$ cat src/ffca_pkg.sv
`timescale 1ns / 1ps

package ffca_pkg;

   localparam int NUM_CHUNKS_DEFAULT = 64;

   localparam int ADDR_W   = 32;
   localparam int REQ_W    = 24;
   localparam int OFFSET_W = 24;
   localparam int BYTES_W  = 25;
   localparam int HDR_W    = 6;
   localparam int CSR_IDX_W = 2;

   // reset values of the configuration registers
   localparam logic [ADDR_W-1:0]  HEAP_BASE_RESET    = 32'h0000_0000;
   localparam logic [HDR_W-1:0]   HEADER_BYTES_RESET = 6'd16;
   localparam logic [BYTES_W-1:0] HEAP_LIMIT_RESET   = 25'd65536;

   // configuration register indexes
   localparam logic [CSR_IDX_W-1:0] CSR_HEAP_BASE    = 2'd0;
   localparam logic [CSR_IDX_W-1:0] CSR_HEADER_BYTES = 2'd1;
   localparam logic [CSR_IDX_W-1:0] CSR_HEAP_LIMIT   = 2'd2;

   // opcodes
   localparam logic OP_ALLOC = 1'b0;
   localparam logic OP_FREE  = 1'b1;

   // status codes
   localparam logic [1:0] ST_OK        = 2'd0;
   localparam logic [1:0] ST_EXHAUSTED = 2'd1;
   localparam logic [1:0] ST_TABLE_FULL = 2'd2;
   localparam logic [1:0] ST_UNKNOWN   = 2'd3;

   // largest offset span of the heap
   localparam logic [BYTES_W-1:0] OFFSET_SPAN = 25'h100_0000;

   typedef struct packed {
      logic              opcode;
      logic [REQ_W-1:0]  request_bytes;
      logic [ADDR_W-1:0] free_address;
   } req_type;

   typedef struct packed {
      logic [ADDR_W-1:0] payload_address;
      logic [1:0]        status;
   } rsp_type;

   typedef struct packed {
      logic                is_free;
      logic [BYTES_W-1:0]  chunk_bytes;
      logic [OFFSET_W-1:0] chunk_offset;
   } entry_type;

   typedef struct packed {
      logic hit;
      logic seen;
   } match_type;

endpackage

$ cat src/ffca_table.sv
`timescale 1ns / 1ps

module ffca_table #(
   parameter int NUM_CHUNKS = ffca_pkg::NUM_CHUNKS_DEFAULT,
   localparam int IW = $clog2(NUM_CHUNKS)
) (
   input  logic                clock,
   input  logic                wr_en,
   input  logic [IW-1:0]       wr_addr,
   input  ffca_pkg::entry_type wr_data,
   input  logic                rd_en,
   input  logic [IW-1:0]       rd_addr,
   output ffca_pkg::entry_type rd_data
);

   ffca_pkg::entry_type mem_ff [NUM_CHUNKS];
   ffca_pkg::entry_type rd_data_ff;

   always_ff @(posedge clock) begin
      if (wr_en) begin
         mem_ff[wr_addr] <= wr_data;
      end
   end

   always_ff @(posedge clock) begin
      if (rd_en) begin
         rd_data_ff <= mem_ff[rd_addr];
      end
   end

   assign rd_data = rd_data_ff;

endmodule

$ cat src/ffca_match.sv
`timescale 1ns / 1ps

module ffca_match (
   input  logic                              opcode,
   input  logic [ffca_pkg::BYTES_W-1:0]      total,
   input  logic [ffca_pkg::ADDR_W-1:0]       key,
   input  ffca_pkg::entry_type               entry,
   output ffca_pkg::match_type               result
);

   logic addr_match;

   // key is free_address - base - header, so a match needs the top byte clear
   assign addr_match = (key[ffca_pkg::ADDR_W-1:ffca_pkg::OFFSET_W] == '0) &&
                       (key[ffca_pkg::OFFSET_W-1:0] == entry.chunk_offset);

   always_comb begin
      if (opcode == ffca_pkg::OP_FREE) begin
         result.hit  = addr_match && !entry.is_free;
         result.seen = addr_match;
      end else begin
         result.hit  = entry.is_free && (entry.chunk_bytes >= total);
         result.seen = 1'b0;
      end
   end

endmodule

$ cat src/first_fit_chunk_allocator.sv
`timescale 1ns / 1ps

// channel   | ports                                   | transfer when
// ----------+-----------------------------------------+--------------------------
// request   | start, busy, req_data                   | start high, busy low
// response  | rsp_valid, rsp_data                     | rsp_valid high (1 cycle)
// config    | csr_valid, csr_ready, csr_index, csr_data | csr_valid and csr_ready
//
// a request walks the chunk table one entry per cycle through the single
// table read port and the compare unit, and ends early when an entry hits.
// busy stays high from the request until the response strobe; the response
// is shown for one cycle and cannot be stalled.
// reset is synchronous; table contents need no clearing since only entries
// below the chunk count are ever read.

module first_fit_chunk_allocator #(
   parameter int NUM_CHUNKS = ffca_pkg::NUM_CHUNKS_DEFAULT
) (
   input  logic                                clock,
   input  logic                                reset,
   input  logic                                start,
   output logic                                busy,
   input  ffca_pkg::req_type                   req_data,
   output logic                                rsp_valid,
   output ffca_pkg::rsp_type                   rsp_data,
   input  logic                                csr_valid,
   output logic                                csr_ready,
   input  logic [ffca_pkg::CSR_IDX_W-1:0]      csr_index,
   input  logic [ffca_pkg::ADDR_W-1:0]         csr_data
);

   localparam int IW = $clog2(NUM_CHUNKS);
   localparam int CW = $clog2(NUM_CHUNKS + 1);

   localparam logic [1:0] S_IDLE = 2'd0;
   localparam logic [1:0] S_SCAN = 2'd1;
   localparam logic [1:0] S_MISS = 2'd2;

   logic [1:0]                       state_ff, state_in;
   logic                             op_ff, op_in;
   logic [ffca_pkg::BYTES_W-1:0]     total_ff, total_in;
   logic [ffca_pkg::ADDR_W-1:0]      key_ff, key_in;
   logic [CW-1:0]                    rd_idx_ff, rd_idx_in;
   logic                             pend_ff, pend_in;
   logic [IW-1:0]                    eval_idx_ff, eval_idx_in;
   logic                             seen_ff, seen_in;
   logic [CW-1:0]                    count_ff, count_in;
   logic [ffca_pkg::BYTES_W-1:0]     heap_end_ff, heap_end_in;
   logic [ffca_pkg::ADDR_W-1:0]      base_ff;
   logic [ffca_pkg::HDR_W-1:0]       header_ff;
   logic [ffca_pkg::BYTES_W-1:0]     limit_ff;
   logic                             rsp_valid_ff, rsp_valid_in;
   ffca_pkg::rsp_type                rsp_data_ff, rsp_data_in;

   logic                             wr_en;
   logic [IW-1:0]                    wr_addr;
   ffca_pkg::entry_type              wr_data;
   logic                             rd_en;
   ffca_pkg::entry_type              rd_data;
   ffca_pkg::match_type              mres;

   logic                             issue;
   logic                             last_entry;
   logic [ffca_pkg::BYTES_W-1:0]     limit_eff;
   logic [ffca_pkg::BYTES_W:0]       grow_sum;
   logic                             exhausted;
   logic [ffca_pkg::OFFSET_W-1:0]    pay_off;
   logic [ffca_pkg::ADDR_W-1:0]      payload_sum;

   ffca_table #(
      .NUM_CHUNKS(NUM_CHUNKS)
   ) u_table (
      .clock   (clock),
      .wr_en   (wr_en),
      .wr_addr (wr_addr),
      .wr_data (wr_data),
      .rd_en   (rd_en),
      .rd_addr (rd_idx_ff[IW-1:0]),
      .rd_data (rd_data)
   );

   ffca_match u_match (
      .opcode (op_ff),
      .total  (total_ff),
      .key    (key_ff),
      .entry  (rd_data),
      .result (mres)
   );

   assign busy      = (state_ff != S_IDLE);
   assign csr_ready = 1'b1;
   assign rsp_valid = rsp_valid_ff;
   assign rsp_data  = rsp_data_ff;

   assign issue      = (rd_idx_ff < count_ff);
   assign last_entry = ((CW'(eval_idx_ff) + CW'(1)) == count_ff);

   assign limit_eff = (limit_ff > ffca_pkg::OFFSET_SPAN) ? ffca_pkg::OFFSET_SPAN : limit_ff;
   assign grow_sum  = {1'b0, heap_end_ff} + {1'b0, total_ff};
   assign exhausted = (heap_end_ff >= ffca_pkg::OFFSET_SPAN) ||
                      (grow_sum > {1'b0, limit_eff});

   // one adder serves both the hit and the append address
   assign pay_off     = (state_ff == S_MISS) ? heap_end_ff[ffca_pkg::OFFSET_W-1:0]
                                             : rd_data.chunk_offset;
   assign payload_sum = base_ff + ffca_pkg::ADDR_W'(pay_off) +
                        ffca_pkg::ADDR_W'(header_ff);

   always_comb begin
      state_in     = state_ff;
      op_in        = op_ff;
      total_in     = total_ff;
      key_in       = key_ff;
      rd_idx_in    = rd_idx_ff;
      pend_in      = pend_ff;
      eval_idx_in  = eval_idx_ff;
      seen_in      = seen_ff;
      count_in     = count_ff;
      heap_end_in  = heap_end_ff;
      rsp_valid_in = 1'b0;
      rsp_data_in  = rsp_data_ff;
      wr_en        = 1'b0;
      wr_addr      = '0;
      wr_data      = '0;
      rd_en        = 1'b0;

      case (state_ff)
         S_IDLE: begin
            if (start) begin
               op_in     = req_data.opcode;
               total_in  = ffca_pkg::BYTES_W'(req_data.request_bytes) +
                           ffca_pkg::BYTES_W'(header_ff);
               key_in    = req_data.free_address - base_ff -
                           ffca_pkg::ADDR_W'(header_ff);
               rd_idx_in = '0;
               pend_in   = 1'b0;
               seen_in   = 1'b0;
               state_in  = (count_ff == '0) ? S_MISS : S_SCAN;
            end
         end

         S_SCAN: begin
            // read of the next entry overlaps the compare of the previous one
            rd_en       = issue;
            pend_in     = issue;
            eval_idx_in = rd_idx_ff[IW-1:0];
            rd_idx_in   = rd_idx_ff + CW'(issue);
            if (pend_ff) begin
               if (mres.seen) begin
                  seen_in = 1'b1;
               end
               if (mres.hit) begin
                  wr_en           = 1'b1;
                  wr_addr         = eval_idx_ff;
                  wr_data         = rd_data;
                  wr_data.is_free = (op_ff == ffca_pkg::OP_FREE);
                  rsp_valid_in    = 1'b1;
                  rsp_data_in.status = ffca_pkg::ST_OK;
                  rsp_data_in.payload_address =
                     (op_ff == ffca_pkg::OP_ALLOC) ? payload_sum : '0;
                  state_in        = S_IDLE;
               end else if (last_entry) begin
                  state_in = S_MISS;
               end
            end
         end

         S_MISS: begin
            rsp_valid_in = 1'b1;
            rsp_data_in.payload_address = '0;
            state_in = S_IDLE;
            if (op_ff == ffca_pkg::OP_FREE) begin
               rsp_data_in.status = seen_ff ? ffca_pkg::ST_OK : ffca_pkg::ST_UNKNOWN;
            end else if (exhausted) begin
               rsp_data_in.status = ffca_pkg::ST_EXHAUSTED;
            end else if (count_ff == CW'(NUM_CHUNKS)) begin
               rsp_data_in.status = ffca_pkg::ST_TABLE_FULL;
            end else begin
               // append a new chunk at the heap end
               wr_en                = 1'b1;
               wr_addr              = count_ff[IW-1:0];
               wr_data.is_free      = 1'b0;
               wr_data.chunk_bytes  = total_ff;
               wr_data.chunk_offset = heap_end_ff[ffca_pkg::OFFSET_W-1:0];
               count_in             = count_ff + CW'(1);
               heap_end_in          = grow_sum[ffca_pkg::BYTES_W-1:0];
               rsp_data_in.status   = ffca_pkg::ST_OK;
               rsp_data_in.payload_address = payload_sum;
            end
         end

         default: begin
            state_in = S_IDLE;
         end
      endcase
   end

   always_ff @(posedge clock) begin
      if (reset) begin
         state_ff     <= S_IDLE;
         pend_ff      <= 1'b0;
         count_ff     <= '0;
         heap_end_ff  <= '0;
         rsp_valid_ff <= 1'b0;
      end else begin
         state_ff     <= state_in;
         pend_ff      <= pend_in;
         count_ff     <= count_in;
         heap_end_ff  <= heap_end_in;
         rsp_valid_ff <= rsp_valid_in;
      end
   end

   always_ff @(posedge clock) begin
      op_ff       <= op_in;
      total_ff    <= total_in;
      key_ff      <= key_in;
      rd_idx_ff   <= rd_idx_in;
      eval_idx_ff <= eval_idx_in;
      seen_ff     <= seen_in;
      rsp_data_ff <= rsp_data_in;
   end

   always_ff @(posedge clock) begin
      if (reset) begin
         base_ff   <= ffca_pkg::HEAP_BASE_RESET;
         header_ff <= ffca_pkg::HEADER_BYTES_RESET;
         limit_ff  <= ffca_pkg::HEAP_LIMIT_RESET;
      end else if (csr_valid && csr_ready) begin
         case (csr_index)
            ffca_pkg::CSR_HEAP_BASE: begin
               base_ff <= csr_data;
            end
            ffca_pkg::CSR_HEADER_BYTES: begin
               header_ff <= csr_data[ffca_pkg::HDR_W-1:0];
            end
            ffca_pkg::CSR_HEAP_LIMIT: begin
               limit_ff <= csr_data[ffca_pkg::BYTES_W-1:0];
            end
            default: begin
               // unused index, transfer ignored
            end
         endcase
      end
   end

endmodule
$ cat config.mk
export PLATFORM = sky130hd
export DESIGN_NAME = first_fit_chunk_allocator
export DESIGN_NICKNAME = d
export VERILOG_FILES = /design/src/ffca_pkg.sv /design/src/ffca_table.sv /design/src/ffca_match.sv /design/src/first_fit_chunk_allocator.sv
export SDC_FILE = /design/constraint.sdc
export NUM_CORES = 2
export LEC_CHECK = 0
export ABC_AREA = 1
export BUFFER_PORTS_ARGS = -buffer_cell sky130_fd_sc_hd__buf_4
export CORE_ASPECT_RATIO = 1.75
export CORE_MARGIN = 10
export CORE_UTILIZATION = 30
export CTS_BUF_LIST = sky130_fd_sc_hd__clkbuf_4 sky130_fd_sc_hd__clkbuf_8
export CTS_CLUSTER_SIZE = 8
export DETAILED_ROUTE_END_ITERATION = 16
export PLACE_DENSITY = 0.52
export SLEW_MARGIN = 5
export SYNTH_ARGS = -nofsm -noshare
export SYNTH_HDL_FRONTEND = slang
export SYNTH_SLANG_ARGS = --single-unit
$ cat constraint.sdc
create_clock -name clock -period 7.4 [get_ports clock]
set_clock_uncertainty 0.2 [all_clocks]
set_input_delay 1.11 -clock clock [delete_from_list [all_inputs] [get_ports clock]]
set_output_delay 1.11 -clock clock [all_outputs]
set_load 0.005 [all_outputs]
==> results_dict.tcl <==
set metrics [dict create \
    cp-end-kind "flip-flop" \
    port_buffers 130 \
    avgSynthCellArea_sq_um 12.8 \
    worstSetupPathType "flip-flop to flip-flop" \
    ys_async_sr_fraction_pct 0 \
    fin_crit_sh_pct 93.3 \
    post-cts-setup-buffers 0 \
    cts_tree "done" \
    synth-edff-count 3356 \
    drc_errors 0 \
    numCtsBuffers 487 \
    dp.final_hpwl_um 311000 \
    synth-seq-cells 3455 \
    max_slew.worst_pin.slew_ns 1.16 \
    overflow 0 \
    ioPinCount 132 \
    dieArea_sq_um 499000 \
    cp.arrival_ns 7.46 \
    crit_required_ns 7.95 \
    grtUsageTotal_pct 19.4 \
    syn_area_sq_um 141000 \
    num_vias 95300 \
    syn_to_final_growth_pct 13.2 \
    synthTopCellsByArea "edfxtp_1, o21ai_0, nor2_1" \
    finalWorstSetupSlack_ns 0.492 \
    vias_per_cell 5.43 \
    synth_top_area_share_pct 71.4 \
    powerDensity_nw_per_um2 317 \
    maxSlewViolCount 0 \
    ys_warn_count 0 \
    synth_fp_nets 11300 \
    drt-total-wl_um 510000 \
    wl_per_cell_um 29.0 \
    start_util_pct 30.1 \
    status "finished, final reports clean" \
    grt_pass1_wl_um 712000 \
    core_area_sq_um 469000 \
    synth_cell_types 55 \
    max_freq_ghz 0.145 \
    cts.clk_slew.worst_paths_ns 0.07 \
    yosysSeqAreaShare_pct 72.9 \
    fin_area_sq_um 160000 \
    clock-sinks 3455 \
    nets 11500 \
    place_inst 16900 \
    drive_above_1_share_pct 10.6 \
    max-clock-path-buffers 4 \
    final-instance-count-excl-fill 17600 \
    place_congestion 0.907 \
    drtIter0Drc 9417 \
    dr.pass1.iters 7 \
    dieWidth_um 538 \
    cts-htree-levels 5 \
    first_global_vias 94700 \
    placed_cell_area_sq_um 152000 \
    setup_violations 0 \
    start_kind "flip-flop" \
    fin_setup_tns_ns 0 \
    p_leak_nw 48.3 \
    post-route-min-period_ns 6.91 \
    min_path_type "primary input to flip-flop" \
    slew-limit-headroom_pct 22.2 \
    die_y_um 927 \
    hold_violations 0 \
    rsz0062_at_grt "false" \
    netlist_instances 11000 \
    core.rowCount 333 \
    max_cap_violations 0 \
    cts_root_buf "clkbuf_8" \
    grt_max_degree 164 \
    drtAntennaViolNets 0 \
    dpl_worst_slack_ns 0.650 \
    synth_ff_type "edfxtp_1" \
    crit_path_max_fanout 27 \
    post_cts_resized 0 \
    yosysTopAreaCell "edfxtp_1" \
    antenna_found_initial 14 \
    ir_drop_uv 229 \
    clk_latency_ns 1.16 \
]
[worst max-delay path, cell delays in order, from the launching register on]
cell and delay, ns:
dfxtp_1 0.37, ha_1 0.24, inv_1 0.09, fa_1 0.40
o21ai_1 0.25, a21oi_1 0.22, o21ai_1 0.37, a21boi_0 0.22
o21ai_1 0.28, xor2_1 0.32, ha_1 0.19, nand2_1 0.07
nor4_1 0.40, nand2_1 0.10, nand2_1 0.07, nand3_1 0.08
nand2_1 0.10, nand2_2 0.14, nand4_4 0.19, nor2_1 0.07
nor2_1 0.27, nand4_2 0.56, nor2_4 0.86, buf_12 0.37
[cells in the mapped netlist, drive strengths merged (6+ instances only)]
library cell / count
a32o: 12
xnor2: 52
o22ai: 502
dfxtp: 99
o221ai: 305
ha: 196
edfxtp: 3356
nor2: 1907
nand2: 692
a221o: 30
clkbuf: 611
buf: 116
a22oi: 49
a31oi: 84
fa: 15
o21bai: 10
o21ai: 1749
nor4: 11
a21oi: 278
o21a: 15
o211ai: 105
nor3: 34
nand3: 248
a211oi: 6
clkinv: 7
nand4: 82
xor2: 72
inv: 323
[power by group]
part           internal [mW]  switching [mW]  total [mW]  leakage (nW)
clock network           6.42            7.12        13.5          4.04
logic                   3.65            11.3        14.9          16.0
registers               21.8           0.333        22.1          28.2
total                   31.9            18.8        50.6          48.3
[per-stage QoR]
step	power (mW)	hold WS [ns]	utilization (%)
global route	52.5	0.0836	34.0
CTS	50.8	0.00295	34.0
floorplan	30.6	0.244	-
finish	50.6	0.0940	34.0
global placement	37.4	0.259	32.3
detailed placement	37.4	0.266	32.3
[logic make-up after synthesis]
| logic type | after synthesis | synth area share, % |
|---|---|---|
| flip-flops | 3455 | 72.9 |
| AO/OA/AOI/OAI | 3163 | 13.1 |
| AND/OR/NAND/NOR | 2982 | 8.42 |
| XOR/XNOR | 124 | 0.770 |
| other | 1 | 0.00266 |
| adder cells (fa/ha/maj) | 211 | 1.95 |
| buffers and inverters | 1057 | 2.90 |
[cells in the final DEF (no fill, tap or decap), drive strengths merged, types with 12 or more instances in the layout]
master	instances
a21oi	278
a221o	30
a22oi	49
a31oi	84
a32o	12
buf	455
clkbuf	574
clkinv	25
dfxtp	99
dlygate4sd3	26
edfxtp	3356
fa	15
ha	196
inv	336
nand2	692
nand3	248
nand4	82
nor2	1907
nor3	34
o211ai	105
o21a	15
o21ai	1749
o221ai	305
o22ai	502
xnor2	52
xor2	72
[final cells by class]
class / count / area [sq um]
Antenna cell: 10 / 25.0
Inverter: 330 / 1280
Multi-Input combinational cell: 6481 / 35100
Clock inverter: 39 / 289
Fill cell: 46300 / 310000
Timing Repair Buffer: 481 / 5010
Tap cell: 6197 / 7750
Sequential cell: 3455 / 103000
Clock buffer: 574 / 7410
[registers in the layout (all words and copies together), names as in the netlist]
register         count
rd_idx_ff            7
rsp_valid            1
header_ff            6
heap_end_ff         25
seen_ff              1
total_ff            25
u_table.mem_ff    3200
pend_ff              1
key_ff              32
state_ff             2
u_table.rd_data     50
rsp_data            34
op_ff                1
eval_idx_ff          6
limit_ff            25
base_ff             32
count_ff             7
[per-layer routing]
layer | global-route usage, % | wire length (um) | share of wire, % | vias up
met3 | 2.49 | 30100 | 5.9 | 983
met1 | 21.6 | 182000 | 36 | 49000
met5 | 0 | 0 | 0 | -
met2 | 35.5 | 263000 | 52 | 4009
li1 | - | - | - | 41300
met4 | 11.1 | 33900 | 6.6 | 0
[timing repair]
action                     in CTS  in global routing
hold endpoints to repair       29                  0
setup endpoints to repair       0                  0
hold buffers                   26                  0
[final timing paths]
kind                   from                     end  slack (ns)  cells after the start
max reg2reg  heap_end_ff[0]  u_table.mem_ff[17][24]        0.49                     23
min reg2reg    limit_ff[23]            limit_ff[23]        0.27                      2
min            csr_data[21]             base_ff[21]        0.09                      3
max          heap_end_ff[0]  u_table.mem_ff[17][24]        0.49                     23
No activity file was read; power rests on OpenSTA's default activity.
